[config.mk]
export PLATFORM = sky130hd
export DESIGN_NAME = implicit_array_bst_engine
export DESIGN_NICKNAME = d
export VERILOG_FILES = /design/src/rtl/core/iabst_pkg.sv /design/src/rtl/core/iabst_ram.sv /design/src/rtl/core/iabst_datapath.sv /design/src/rtl/core/iabst_ctrl.sv /design/src/rtl/core/implicit_array_bst_engine.sv
export SDC_FILE = /design/constraint.sdc
export NUM_CORES = 2
export LEC_CHECK = 0
export BUFFER_PORTS_ARGS = -buffer_cell sky130_fd_sc_hd__buf_2
export CAP_MARGIN = 40
export CELL_PAD_IN_SITES_DETAIL_PLACEMENT = 1
export CELL_PAD_IN_SITES_GLOBAL_PLACEMENT = 1
export CORE_UTILIZATION = 35
export DETAILED_ROUTE_END_ITERATION = 8
export HOLD_SLACK_MARGIN = 0.1
export PLACE_DENSITY = 0.58
export SYNTH_ARGS = -nofsm -noshare
export SYNTH_HDL_FRONTEND = slang
export SYNTH_SLANG_ARGS = --single-unit
[constraint.sdc]
create_clock -name clock -period 10.85 [get_ports clock]
set_clock_uncertainty 0.05 [all_clocks]
set_input_delay 1.085 -clock clock [delete_from_list [all_inputs] [get_ports clock]]
set_output_delay 1.085 -clock clock [all_outputs]
set_load 0.01 [all_outputs]
[src/rtl/core/iabst_pkg.sv]
// ----------------------------------------------------------------------------
// iabst_pkg: shared types and constants of the array-based search tree engine
// Holds the beat structs, the command and status codes and the state machine
// type that the controller and the datapath share.
// ----------------------------------------------------------------------------
package iabst_pkg;

   localparam int NodeCount = 63;
   localparam int KeyWidth  = 32;
   localparam int IdxW      = 6;
   localparam int DepthMax  = 6;
   localparam int SpW       = 3;

   typedef enum logic [1:0] {
      CMD_INSERT   = 2'd0,
      CMD_INORDER  = 2'd1,
      CMD_PREORDER = 2'd2,
      CMD_POSTORD  = 2'd3
   } cmd_type;

   typedef enum logic [2:0] {
      ST_INSERTED  = 3'd0,
      ST_DUPLICATE = 3'd1,
      ST_NO_ROOM   = 3'd2,
      ST_DUMPED    = 3'd3,
      ST_EMPTY     = 3'd4
   } status_type;

   typedef struct packed {
      logic [1:0]         cmd;
      logic signed [31:0] key;
   } req_type;

   typedef struct packed {
      logic [2:0]         status;
      logic signed [31:0] key_out;
      logic               last;
      logic [5:0]         leaf_count;
      logic [4:0]         inner_count;
      logic [2:0]         tree_height;
   } rsp_type;

   typedef enum logic [3:0] {
      FSM_IDLE,
      FSM_INS_RD,
      FSM_INS_CMP,
      FSM_DMP_VISIT,
      FSM_DMP_RD,
      FSM_DMP_EMIT,
      FSM_DMP_NEXT,
      FSM_OUT
   } fsm_type;

   // Commands from the controller to the datapath.
   typedef struct packed {
      logic load_req;    // capture the request beat, reset walk state
      logic ins_step;    // evaluate one level of the insert descent
      logic dmp_visit;   // examine the node at the top of the walk stack
      logic dmp_next;    // advance the walk after an emission
      logic emit;        // load the output register
   } dp_cmd_type;

   // Status back to the controller.
   typedef struct packed {
      logic ins_done;    // insert result ready to emit
      logic visit_emit;  // visit found a key to emit now
      logic visit_done;  // walk finished, nothing more to emit
      logic is_insert;
      logic is_empty;
   } dp_sts_type;

endpackage

[src/rtl/core/iabst_ram.sv]
// ----------------------------------------------------------------------------
// iabst_ram: generic simple dual-port RAM with registered read
// One write port and one read port at independent addresses.
// ----------------------------------------------------------------------------
module iabst_ram #(
   parameter int Width = 32,
   parameter int Depth = 64
) (
   input  logic                     clock,
   input  logic                     wr_en,
   input  logic [$clog2(Depth)-1:0] wr_addr,
   input  logic [Width-1:0]         wr_data,
   input  logic [$clog2(Depth)-1:0] rd_addr,
   output logic [Width-1:0]         rd_data
);
   logic [Width-1:0] mem [Depth];

   always_ff @(posedge clock) begin
      if (wr_en) begin
         mem[wr_addr] <= wr_data;
      end
      rd_data <= mem[rd_addr];
   end
endmodule

[src/rtl/core/iabst_datapath.sv]
// ----------------------------------------------------------------------------
// iabst_datapath: node store, used marks, walk stack and counters
// Executes the insert descent and the stack-driven traversals under command
// of the controller, and holds the output beat register.
// ----------------------------------------------------------------------------
module iabst_datapath (
   input  logic                 clock,
   input  logic                 reset,
   input  iabst_pkg::req_type   req_data,
   input  iabst_pkg::dp_cmd_type cmd_in,
   output iabst_pkg::dp_sts_type sts_out,
   output iabst_pkg::rsp_type   rsp_data
);
   import iabst_pkg::*;

   logic [NodeCount-1:0] used_ff, used_in;
   logic [1:0]           cmd_ff;
   logic [31:0]          key_ff;
   logic [IdxW-1:0]      idx_ff, idx_in;
   logic [5:0]           leaf_ff, leaf_in;
   logic [4:0]           inner_ff, inner_in;
   logic [2:0]           height_ff, height_in;
   logic [2:0]           lvl_ff, lvl_in;
   logic [2:0]           ins_st_ff, ins_st_in;
   rsp_type              rsp_ff, rsp_in;

   // Walk stack: node index and a phase per level (0 new, 1 left done, 2 right done).
   logic [IdxW-1:0]      stk_idx_ff [DepthMax];
   logic [1:0]           stk_ph_ff  [DepthMax];
   logic [IdxW-1:0]      stk_idx_in [DepthMax];
   logic [1:0]           stk_ph_in  [DepthMax];
   logic [SpW-1:0]       sp_ff, sp_in;
   logic                 stk_empty_ff, stk_empty_in;

   logic                 wr_en;
   logic [IdxW-1:0]      rd_addr;
   logic [31:0]          rd_data;
   logic [31:0]          key_sx;
   logic [IdxW:0]        left_w, right_w;
   logic                 cur_used, less;
   logic [IdxW-1:0]      top_idx, sib_idx;
   logic [1:0]           top_ph;
   logic [IdxW:0]        child_w;
   logic                 child_ok;
   logic [IdxW:0]        top_right_w;
   logic                 top_has_right;
   logic [IdxW:0]        anc_right_w;
   logic                 anc_done;

   // Sign extension from KeyWidth bits.
   assign key_sx = {{(32-KeyWidth){req_data.key[KeyWidth-1]}},
                    req_data.key[KeyWidth-1:0]};

   assign top_idx = stk_idx_ff[sp_ff];
   assign top_ph  = stk_ph_ff[sp_ff];
   assign rd_addr = (cmd_ff == CMD_INSERT) ? idx_ff : top_idx;

   iabst_ram #(.Width(32), .Depth(64)) u_keys (
      .clock   (clock),
      .wr_en   (wr_en),
      .wr_addr (idx_ff),
      .wr_data (key_ff),
      .rd_addr (rd_addr),
      .rd_data (rd_data)
   );

   always_ff @(posedge clock) begin
      if (reset) begin
         used_ff      <= '0;
         leaf_ff      <= '0;
         inner_ff     <= '0;
         height_ff    <= '0;
         sp_ff        <= '0;
         stk_empty_ff <= 1'b1;
      end else begin
         used_ff      <= used_in;
         leaf_ff      <= leaf_in;
         inner_ff     <= inner_in;
         height_ff    <= height_in;
         sp_ff        <= sp_in;
         stk_empty_ff <= stk_empty_in;
      end
      cmd_ff    <= cmd_in.load_req ? req_data.cmd : cmd_ff;
      key_ff    <= cmd_in.load_req ? key_sx : key_ff;
      idx_ff    <= idx_in;
      lvl_ff    <= lvl_in;
      ins_st_ff <= ins_st_in;
      rsp_ff    <= rsp_in;
      stk_idx_ff <= stk_idx_in;
      stk_ph_ff  <= stk_ph_in;
   end

   // The key at the top of the stack is the final one of the traversal only if
   // no ancestor below it still owes a key of its own or of its right subtree.
   always_comb begin
      top_right_w   = {top_idx, 1'b0} + 7'd2;
      top_has_right = (top_right_w < 7'(NodeCount)) && used_ff[top_right_w[IdxW-1:0]];
      anc_done      = 1'b1;
      anc_right_w   = '0;
      for (int j = 0; j < DepthMax; j++) begin
         anc_right_w = {stk_idx_ff[j], 1'b0} + 7'd2;
         if (3'(j) < sp_ff) begin
            if (cmd_ff == CMD_POSTORD) begin
               anc_done = 1'b0;
            end else if (stk_ph_ff[j] != 2'd2) begin
               if (cmd_ff == CMD_INORDER || ((anc_right_w < 7'(NodeCount)) &&
                   used_ff[anc_right_w[IdxW-1:0]])) begin
                  anc_done = 1'b0;
               end
            end
         end
      end
   end

   always_comb begin
      used_in      = used_ff;
      leaf_in      = leaf_ff;
      inner_in     = inner_ff;
      height_in    = height_ff;
      idx_in       = idx_ff;
      lvl_in       = lvl_ff;
      ins_st_in    = ins_st_ff;
      rsp_in       = rsp_ff;
      stk_idx_in   = stk_idx_ff;
      stk_ph_in    = stk_ph_ff;
      sp_in        = sp_ff;
      stk_empty_in = stk_empty_ff;
      wr_en        = 1'b0;
      sts_out      = '0;
      cur_used     = used_ff[idx_ff];
      less         = $signed(key_ff) < $signed(rd_data);
      left_w       = {idx_ff, 1'b1};
      right_w      = {idx_ff, 1'b0} + 7'd2;
      sib_idx      = idx_ff[0] ? idx_ff + 6'd1 : idx_ff - 6'd1;
      child_w      = (top_ph == 2'd0) ? {top_idx, 1'b1} : {top_idx, 1'b0} + 7'd2;
      child_ok     = (child_w < 7'(NodeCount)) && used_ff[child_w[IdxW-1:0]];

      sts_out.is_insert = (req_data.cmd == CMD_INSERT);
      sts_out.is_empty  = !used_ff[0];

      if (cmd_in.load_req) begin
         idx_in       = '0;
         lvl_in       = '0;
         sp_in        = '0;
         stk_idx_in[0] = '0;
         stk_ph_in[0]  = 2'd0;
         stk_empty_in = 1'b0;
      end

      if (cmd_in.ins_step) begin
         if (!cur_used) begin
            wr_en         = 1'b1;
            used_in[idx_ff] = 1'b1;
            ins_st_in     = ST_INSERTED;
            sts_out.ins_done = 1'b1;
            if (idx_ff == '0) begin
               leaf_in = 6'd1;
            end else if (sib_idx < 6'(NodeCount) && used_ff[sib_idx]) begin
               leaf_in = leaf_ff + 6'd1;
            end else begin
               inner_in = inner_ff + 5'd1;
            end
            if (lvl_ff + 3'd1 > height_ff) begin
               height_in = lvl_ff + 3'd1;
            end
         end else if (rd_data == key_ff) begin
            ins_st_in = ST_DUPLICATE;
            sts_out.ins_done = 1'b1;
         end else begin
            if (less) begin
               idx_in = left_w[IdxW-1:0];
               if (left_w >= 7'(NodeCount)) begin
                  ins_st_in = ST_NO_ROOM;
                  sts_out.ins_done = 1'b1;
               end
            end else begin
               idx_in = right_w[IdxW-1:0];
               if (right_w >= 7'(NodeCount)) begin
                  ins_st_in = ST_NO_ROOM;
                  sts_out.ins_done = 1'b1;
               end
            end
            lvl_in = lvl_ff + 3'd1;
         end
      end

      // One visit step: decide whether the top node emits now, descends or pops, or report the end of the walk.
      if (cmd_in.dmp_visit) begin
         if (stk_empty_ff) begin
            sts_out.visit_done = 1'b1;
         end else if ((cmd_ff == CMD_PREORDER && top_ph == 2'd0) ||
                      (cmd_ff == CMD_INORDER && top_ph == 2'd1) ||
                      (cmd_ff == CMD_POSTORD && top_ph == 2'd2)) begin
            sts_out.visit_emit = 1'b1;
         end else begin
            if (top_ph == 2'd2) begin
               if (sp_ff == '0) begin
                  stk_empty_in = 1'b1;
               end else begin
                  sp_in = sp_ff - 3'd1;
               end
            end else begin
               stk_ph_in[sp_ff] = top_ph + 2'd1;
               if (child_ok) begin
                  sp_in = sp_ff + 3'd1;
                  stk_idx_in[sp_ff + 3'd1] = child_w[IdxW-1:0];
                  stk_ph_in[sp_ff + 3'd1]  = 2'd0;
               end
            end
         end
      end

      // After an emission the top node's phase moves on as if visited.
      if (cmd_in.dmp_next) begin
         if (top_ph == 2'd2) begin
            if (sp_ff == '0) begin
               stk_empty_in = 1'b1;
            end else begin
               sp_in = sp_ff - 3'd1;
            end
         end else begin
            stk_ph_in[sp_ff] = top_ph + 2'd1;
            if (child_ok) begin
               sp_in = sp_ff + 3'd1;
               stk_idx_in[sp_ff + 3'd1] = child_w[IdxW-1:0];
               stk_ph_in[sp_ff + 3'd1]  = 2'd0;
            end
         end
      end

      if (cmd_in.emit) begin
         rsp_in.leaf_count  = leaf_ff;
         rsp_in.inner_count = inner_ff;
         rsp_in.tree_height = height_ff;
         if (cmd_ff == CMD_INSERT) begin
            rsp_in.status  = ins_st_ff;
            rsp_in.key_out = key_ff;
            rsp_in.last    = 1'b1;
         end else if (!used_ff[0]) begin
            rsp_in.status  = ST_EMPTY;
            rsp_in.key_out = '0;
            rsp_in.last    = 1'b1;
         end else begin
            rsp_in.status  = ST_DUMPED;
            rsp_in.key_out = rd_data;
            rsp_in.last    = anc_done && (cmd_ff == CMD_POSTORD ||
                             (cmd_ff == CMD_INORDER && !top_has_right) ||
                             (cmd_ff == CMD_PREORDER && !child_ok && !top_has_right));
         end
      end
   end

   assign rsp_data = rsp_ff;
endmodule

[src/rtl/core/iabst_ctrl.sv]
// ----------------------------------------------------------------------------
// iabst_ctrl: sequencing state machine of the search tree engine
// Orders the insert descent, the traversal steps and the output handshake.
// ----------------------------------------------------------------------------
module iabst_ctrl (
   input  logic                  clock,
   input  logic                  reset,
   input  logic                  req_valid,
   output logic                  req_stall,
   output logic                  rsp_valid,
   input  logic                  rsp_stall,
   input  logic                  rsp_last,
   input  iabst_pkg::dp_sts_type sts_in,
   output iabst_pkg::dp_cmd_type cmd_out
);
   import iabst_pkg::*;

   fsm_type state_ff, state_in;
   logic    dump_ff, dump_in;

   always_ff @(posedge clock) begin
      if (reset) begin
         state_ff <= FSM_IDLE;
         dump_ff  <= 1'b0;
      end else begin
         state_ff <= state_in;
         dump_ff  <= dump_in;
      end
   end

   always_comb begin
      state_in  = state_ff;
      dump_in   = dump_ff;
      cmd_out   = '0;
      req_stall = 1'b1;
      rsp_valid = 1'b0;
      unique case (state_ff)
         FSM_IDLE: begin
            req_stall = 1'b0;
            if (req_valid) begin
               cmd_out.load_req = 1'b1;
               if (sts_in.is_insert) begin
                  dump_in  = 1'b0;
                  state_in = FSM_INS_RD;
               end else if (sts_in.is_empty) begin
                  dump_in  = 1'b0;
                  state_in = FSM_DMP_EMIT;
               end else begin
                  dump_in  = 1'b1;
                  state_in = FSM_DMP_VISIT;
               end
            end
         end
         FSM_INS_RD: state_in = FSM_INS_CMP;
         FSM_INS_CMP: begin
            cmd_out.ins_step = 1'b1;
            state_in = sts_in.ins_done ? FSM_DMP_EMIT : FSM_INS_RD;
         end
         FSM_DMP_VISIT: begin
            cmd_out.dmp_visit = 1'b1;
            if (sts_in.visit_done) begin
               state_in = FSM_IDLE;
            end else if (sts_in.visit_emit) begin
               state_in = FSM_DMP_RD;
            end
         end
         FSM_DMP_RD: state_in = FSM_DMP_EMIT;
         FSM_DMP_EMIT: begin
            cmd_out.emit = 1'b1;
            state_in = FSM_OUT;
         end
         FSM_OUT: begin
            rsp_valid = 1'b1;
            if (!rsp_stall) begin
               if (dump_ff && !rsp_last) begin
                  state_in = FSM_DMP_NEXT;
               end else begin
                  state_in = FSM_IDLE;
               end
            end
         end
         FSM_DMP_NEXT: begin
            cmd_out.dmp_next = 1'b1;
            state_in = FSM_DMP_VISIT;
         end
         default: state_in = FSM_IDLE;
      endcase
   end
endmodule

[src/rtl/core/implicit_array_bst_engine.sv]
// ----------------------------------------------------------------------------
// implicit_array_bst_engine: binary search tree held in an implicit node array
// Top level joining the sequencing controller and the tree datapath.
// ----------------------------------------------------------------------------
// The tree keeps up to 63 signed keys in a node store where the children of
// node i sit at 2i+1 and 2i+2. An insert beat walks down from the root one
// level at a time; every step waits for the registered read of the key store
// before it compares, and the insert then returns a single result beat. A
// dump beat streams every stored key in the requested order; each key passes
// through the visit step, the key store read, the output load, the beat
// itself and the stack step after it, with a further stack step for each
// node that is left or passed through without emitting. A dump of an empty
// tree returns one beat with the empty status. Every result beat carries the
// current leaf count, inner-node count and height. One request is worked at
// a time; the request side stalls until the last result beat of the previous
// request has been taken. The used marks are cleared by reset directly, so
// no clearing pass is needed.
module implicit_array_bst_engine (
   input  logic               clock,
   input  logic               reset,
   input  logic               req_valid,
   output logic               req_stall,
   input  iabst_pkg::req_type req_data,
   output logic               rsp_valid,
   input  logic               rsp_stall,
   output iabst_pkg::rsp_type rsp_data
);
   import iabst_pkg::*;

   dp_cmd_type dp_cmd;
   dp_sts_type dp_sts;

   iabst_ctrl u_ctrl (
      .clock     (clock),
      .reset     (reset),
      .req_valid (req_valid),
      .req_stall (req_stall),
      .rsp_valid (rsp_valid),
      .rsp_stall (rsp_stall),
      .rsp_last  (rsp_data.last),
      .sts_in    (dp_sts),
      .cmd_out   (dp_cmd)
   );

   iabst_datapath u_dp (
      .clock    (clock),
      .reset    (reset),
      .req_data (req_data),
      .cmd_in   (dp_cmd),
      .sts_out  (dp_sts),
      .rsp_data (rsp_data)
   );
endmodule
## Word-level counts from Yosys, hierarchy flattened

Memory sizes are Yosys's and may differ from the RTL's. A register that Yosys moved wholly into a read port is not among the register bits.
Index checks and enable logic that the tools add are counted.

| operators by class | value |
|---|---|
| bitwise operators | 10 |
| add/subtract/negate cells | 16 |
| magnitude comparators | 34 |
| reduce and logical (&&, ||, !) cells | 49 |
| eq/ne operators | 24 |
| muxes and demuxes | 153 |

Operators by type and width:

| kind | count |
|---|---|
| $mux 36 | 10 |
| $mux 12 | 8 |
| $mux 6 | 13 |
| $bwmux 36 | 2 |
| $lt 6x7->1 const B | 10 |
| $mux 1 | 68 |
| $mux 3 | 21 |
| $or 63x63->63 | 1 |
| $bmux 1 s6 | 10 |
| $add 7x2->7 const B | 8 |
| $lt 7x6->1 const B | 8 |
| $eq 32x32->1 | 1 |
| $lt 32x32->1 | 1 |
| $pmux 4 s8 | 1 |
| $and 12x12->12 | 2 |
| $bwmux 12 | 2 |
| $logic_and 1x1->1 | 20 |
| $mux 4 | 5 |
| $bmux 6 s3 | 1 |
| $demux 6 s3 | 1 |
| $eq 4x3->1 const B | 4 |
| $ne 2x2->1 const B | 8 |
| $ge 7x6->1 const B | 2 |
| $add 6x1->6 const B | 2 |
| 38 further kinds | 77 |

| storage, ports and cells | value |
|---|---|
| memories | 1 |
| RAM bits | 2048 |
| flip-flop bits (word level) | 230 |
| input bits | 38 |
| output and inout bits | 52 |

Memory list:

| name | words | width | rd ports | clocked after memory_dff | write ports | RTL line | RTL |
|---|---|---|---|---|---|---|---|
| u_dp.u_keys.mem | 64 | 32 | 1 | 1 | 1 | iabst_ram.sv:16 | `logic [Width-1:0] mem [Depth];` |

## Depth between registers and ports, before layout

| logic depth | value |
|---|---|
| word-level depth | 32 |
| mapped depth | 19 |
| mapped depth without buffers | 16 |

## By module

From an unflattened synthesis, not the netlist that was laid out.

| unflattened totals | value |
|---|---|
| cells, all modules | 4894 |
| area, all modules | 93289.5 um2 |

Modules (own cells, without submodules):

| module | area each (um2) | seq. area each (um2) | times used | cells each |
|---|---|---|---|---|
| iabst_ram | 79039.6 | 62139.6 | 1 | 3511 |
| iabst_datapath | 13929.6 | 5345.1 | 1 | 1341 |
| iabst_ctrl | 320.3 | 80.1 | 1 | 42 |

## Least setup slack after synthesis

No wires, ideal clock.

| path | value |
|---|---|
| path type | reg2reg |
| from | reg u_dp.sp_ff[0] |
| to | reg u_dp.stk_idx_ff[12] (netlist bit) |
| cell stages (with the launch flop) | 17 |
| arrival time | 4.707 ns |
| period minus slack after synthesis | 4.879 ns |
| required time | 10.679 ns |
| slack | 5.971 ns |
| cells stage by stage | dfxtp_1 -> buf_6 -> buf_4 -> buf_1 -> mux4_2 -> a21oi_1 -> ha_1 -> clkbuf_1 -> clkbuf_1 -> a21oi_1 -> a2111oi_0 -> a31oi_1 -> a41oi_1 -> nand3_2 -> or4_1 -> buf_4 -> mux2_4 |

RTL lines:

| element | RTL line | RTL |
|---|---|---|
| from (decl) | iabst_datapath.sv:32 | `logic [SpW-1:0] sp_ff, sp_in;` |
| from (signal assigned) | iabst_datapath.sv:80 | `sp_ff <= sp_in;` |
| to (signal assigned) | iabst_datapath.sv:89 | `stk_idx_ff <= stk_idx_in;` |
| to (decl) | iabst_datapath.sv:28 | `logic [IdxW-1:0] stk_idx_ff [DepthMax];` |

==> results.json <==
{
  "critPathLaunchType": "register",
  "clock_sinks": 2308,
  "vdd_ir_drop_max_mv": 0.1147,
  "htree_levels": 5,
  "clockBufferDepth": 4,
  "fmax_ghz": 0.1621,
  "arrival_ps": 6860,
  "clk_root_buffer_cell": "clkbuf_16",
  "syn-cell-area_um2": 96060,
  "antenna_left": 0,
  "ys.warnings.count": 0,
  "grt_pass1_vias": 65200,
  "tightestPinTransition_ps": 1019,
  "setup-tns-final_ps": 0,
  "num_io_pins": 90,
  "post-route-period-util_pct": 56.85,
  "finalWorstSetupSlack_ps": 4681,
  "critical_path_class": "reg -> reg",
  "clk_pin_slew_ps": 60,
  "grt-ovfl-total": 0,
  "dieArea_um2": 276600,
  "die_w_um": 525.9,
  "cts_tree": "built",
  "grt_pass1_wl_um": 471900,
  "ys_seq_area_share_pct": 70.34,
  "ys.flop_type": "edfxtp_1",
  "synth_top_area_share_pct": 66.71,
  "drtIter0Drc": 5823,
  "post_drt_wl_per_cell_um": 28.89,
  "setup.worst_path.end_class": "register",
  "static-leakage-power_nw": 37.79,
  "period_minus_slack_ps": 6169,
  "post_cts_resized": 0,
  "die_y_um": 525.9,
  "synth-seq-cells": 2308,
  "place_hpwl_um": 180300,
  "hp-class": "in -> reg",
  "synthCells": 7548,
  "start_util_pct": 35.32,
  "std_cell_rows": 191,
  "post-place-ws_ps": 4835,
  "drt_pre_antenna_iters": 5,
  "drive_above_1_share_pct": 12.12,
  "status": "finished clean",
  "hold_violations": 0,
  "finish.utilization_pct": 40.46,
  "place.gp.congestion": 0.8389,
  "syn_to_final_growth_pct": 14.56,
  "setup_violations": 0,
  "antenna_found_initial": 5,
  "viasPerCell": 5.638,
  "grt_max_degree": 170,
  "routed_wl_um": 328100,
  "core_area_um2": 272000,
  "syn_area_per_cell_um2": 12.73,
  "route.detailed.drc": 0,
  "required_ps": 11540,
  "synth-edff-count": 2134,
  "max_cap_violations": 0,
  "rsz0062_at_grt": "false",
  "synth_fp_nets": 7641,
  "cts_buffers": 267,
  "ys_types": 87,
  "final_max_slew_viol_count": 0,
  "grt_usage_pct": 23.19,
  "fin_nets": 7670,
  "synth_area_leaders": "edfxtp_1 67%, nand2_1 8.3%, nand3_1 3.7%",
  "crit_fanout": 35,
  "vias": 64030,
  "ctsHoldBuffers": 0,
  "slew_headroom_pct": 32.06,
  "power_density_nw_per_um2": 207.3,
  "async_flop_share_pct": 0,
  "port_buffers": 89,
  "post-cts-setup-buffer-count": 0,
  "clock_latency_ps": 870,
  "yosys.area.top_type": "edfxtp_1"
}
==> report_power, final <==
| part | internal [mW] | total, mW | switching [mW] |
|---|---|---|---|
| Sequential | 10.2 | 10.4 | 0.193 |
| Clock | 5.10 | 8.72 | 3.63 |
| Combinational | 0.999 | 3.72 | 2.72 |
| Total | 16.3 | 22.8 | 6.54 |
==> metal layers <==
layer	share of wire (%)	global-route usage (%)	vias up
li1	-	-	28090
met5	0	0	-
met4	3.4	7.953	0
met1	43	30.96	33630
met2	48	38.67	1828
met3	5.0	3.152	483
==> sequential cells by signal, indices dropped and copies added, names as in the netlist <==
register	cells
u_dp.u_keys.mem	2048
u_dp.lvl_ff	3
u_dp.key_ff	32
u_ctrl.state_ff	3
u_dp.cmd_ff	2
u_dp.rsp_data	50
u_dp.inner_ff	5
u_dp.u_keys.rd_data	32
u_dp.leaf_ff	6
u_dp.used_ff	63
u_dp.idx_ff	6
u_dp.stk_ph_ff	12
u_dp.stk_idx_ff	36
u_dp.ins_st_ff	2
u_dp.stk_empty_ff	1
u_dp.height_ff	3
u_dp.sp_ff	3
u_ctrl.dump_ff	1
==> metrics by stage <==
stage / instance area [um^2] / cells / total power, mW / hold WS [ps]
6_report: 110000 / 11360 / 22.81 / 348.7
2_1_floorplan: 96060 / 7548 / 12.59 / 378.0
3_3_place_gp: 101000 / 10830 / 14.16 / 392.8
4_1_cts: 110000 / 11350 / 23.01 / 276.9
3_5_place_dp: 101700 / 10880 / 14.29 / 400.0
5_1_grt: 110000 / 11350 / 23.57 / 318.1
==> final cells by class <==
type | count | area (um^2)
Inverter | 63 | 236.5
Tap cell | 3570 | 4467
Timing Repair Buffer | 326 | 2736
Sequential cell | 2308 | 67570
Antenna cell | 5 | 12.51
Clock buffer | 378 | 7482
Fill cell | 28120 | 161900
Multi-Input combinational cell | 4611 | 26720
Clock inverter | 95 | 819.5
==> cell families after synthesis <==
family	Yosys count	synth area share [%]
and+or+nand+nor	3481	15.62
DFF	2308	70.34
AOI/OAI and AO/OA	817	6.727
buffers and inverters	629	2.552
muxes	208	3.565
adders and majority gates	55	0.7164
xor gates and xnor gates	50	0.4832
==> cell usage after synthesis, types with 5 or more instances <==
| cell | instances |
|---|---|
| mux2_1 | 6 |
| nor3_1 | 56 |
| a31oi_1 | 73 |
| mux2_4 | 9 |
| nor3b_1 | 9 |
| nor2_1 | 224 |
| a311oi_1 | 355 |
| nor4_1 | 5 |
| and2_1 | 6 |
| edfxtp_1 | 2134 |
| a221o_1 | 31 |
| buf_2 | 39 |
| mux4_2 | 100 |
| and3_1 | 225 |
| mux2_2 | 31 |
| o211ai_1 | 5 |
| clkbuf_1 | 452 |
| buf_1 | 68 |
| a21oi_1 | 79 |
| o32ai_1 | 33 |
| nor2b_1 | 48 |
| o21ai_0 | 45 |
| mux2i_1 | 62 |
| a21o_1 | 14 |
| or2_2 | 7 |
| o22ai_1 | 6 |
| a211oi_1 | 46 |
| o31ai_1 | 38 |
| xnor2_1 | 22 |
| nand4_1 | 11 |
| dfxtp_1 | 174 |
| or3_1 | 10 |
| a311o_1 | 34 |
| inv_1 | 57 |
| xor2_1 | 26 |
| nand3_1 | 712 |
| ha_1 | 55 |
| nand2_1 | 2130 |
| o21bai_1 | 5 |
| nand2b_1 | 12 |
==> placed cells by master (no fill, tap or decap), types with 38 or more instances in the layout <==
master     netlist  final
buf_2           39     96
edfxtp_1      2134   2134
a211oi_1        46     46
nor2b_1         48     48
mux4_2         100    100
clkbuf_1       452     85
nor2_4           0     68
clkinv_1         3     41
nand2_1       2130   2130
a31oi_1         73     72
a21oi_1         79     78
nor3_1          56     56
nor2_1         224    156
nand3_1        712    712
o31ai_1         38     38
ha_1            55     55
dfxtp_1        174    172
mux2i_1         62     62
clkbuf_16        0    278
a311oi_1       355    355
buf_4            3    192
and3_1         225    225
o21ai_0         45     45
inv_1           57     56
==> critical path, stage by stage, from the launching register on <==
cell and delay [ps]:
dfxtp_1 780, clkinv_1 510, o22ai_1 290, a22o_1 220, a21o_1 170, ha_1 160
buf_4 430, clkinv_1 440, o2111ai_1 280, nor2_1 110, xnor2_1 660, nor2_1 80
a32oi_1 230, nand3_2 370, or4_1 850, mux2_4 370
==> final timing paths <==
check	slack [ps]	cells after the start	end	from
worst max-delay path	4680	15	u_dp.stk_idx_ff[16]	u_dp.sp_ff[2]
worst min-delay path	350	1	u_dp.key_ff[25]	req_data[25]
worst max register to register	4680	15	u_dp.stk_idx_ff[16]	u_dp.sp_ff[2]
worst min register to register	410	0	u_dp.rsp_data[13]	u_dp.leaf_ff[5]
Power figures use the tool's default switching activity.
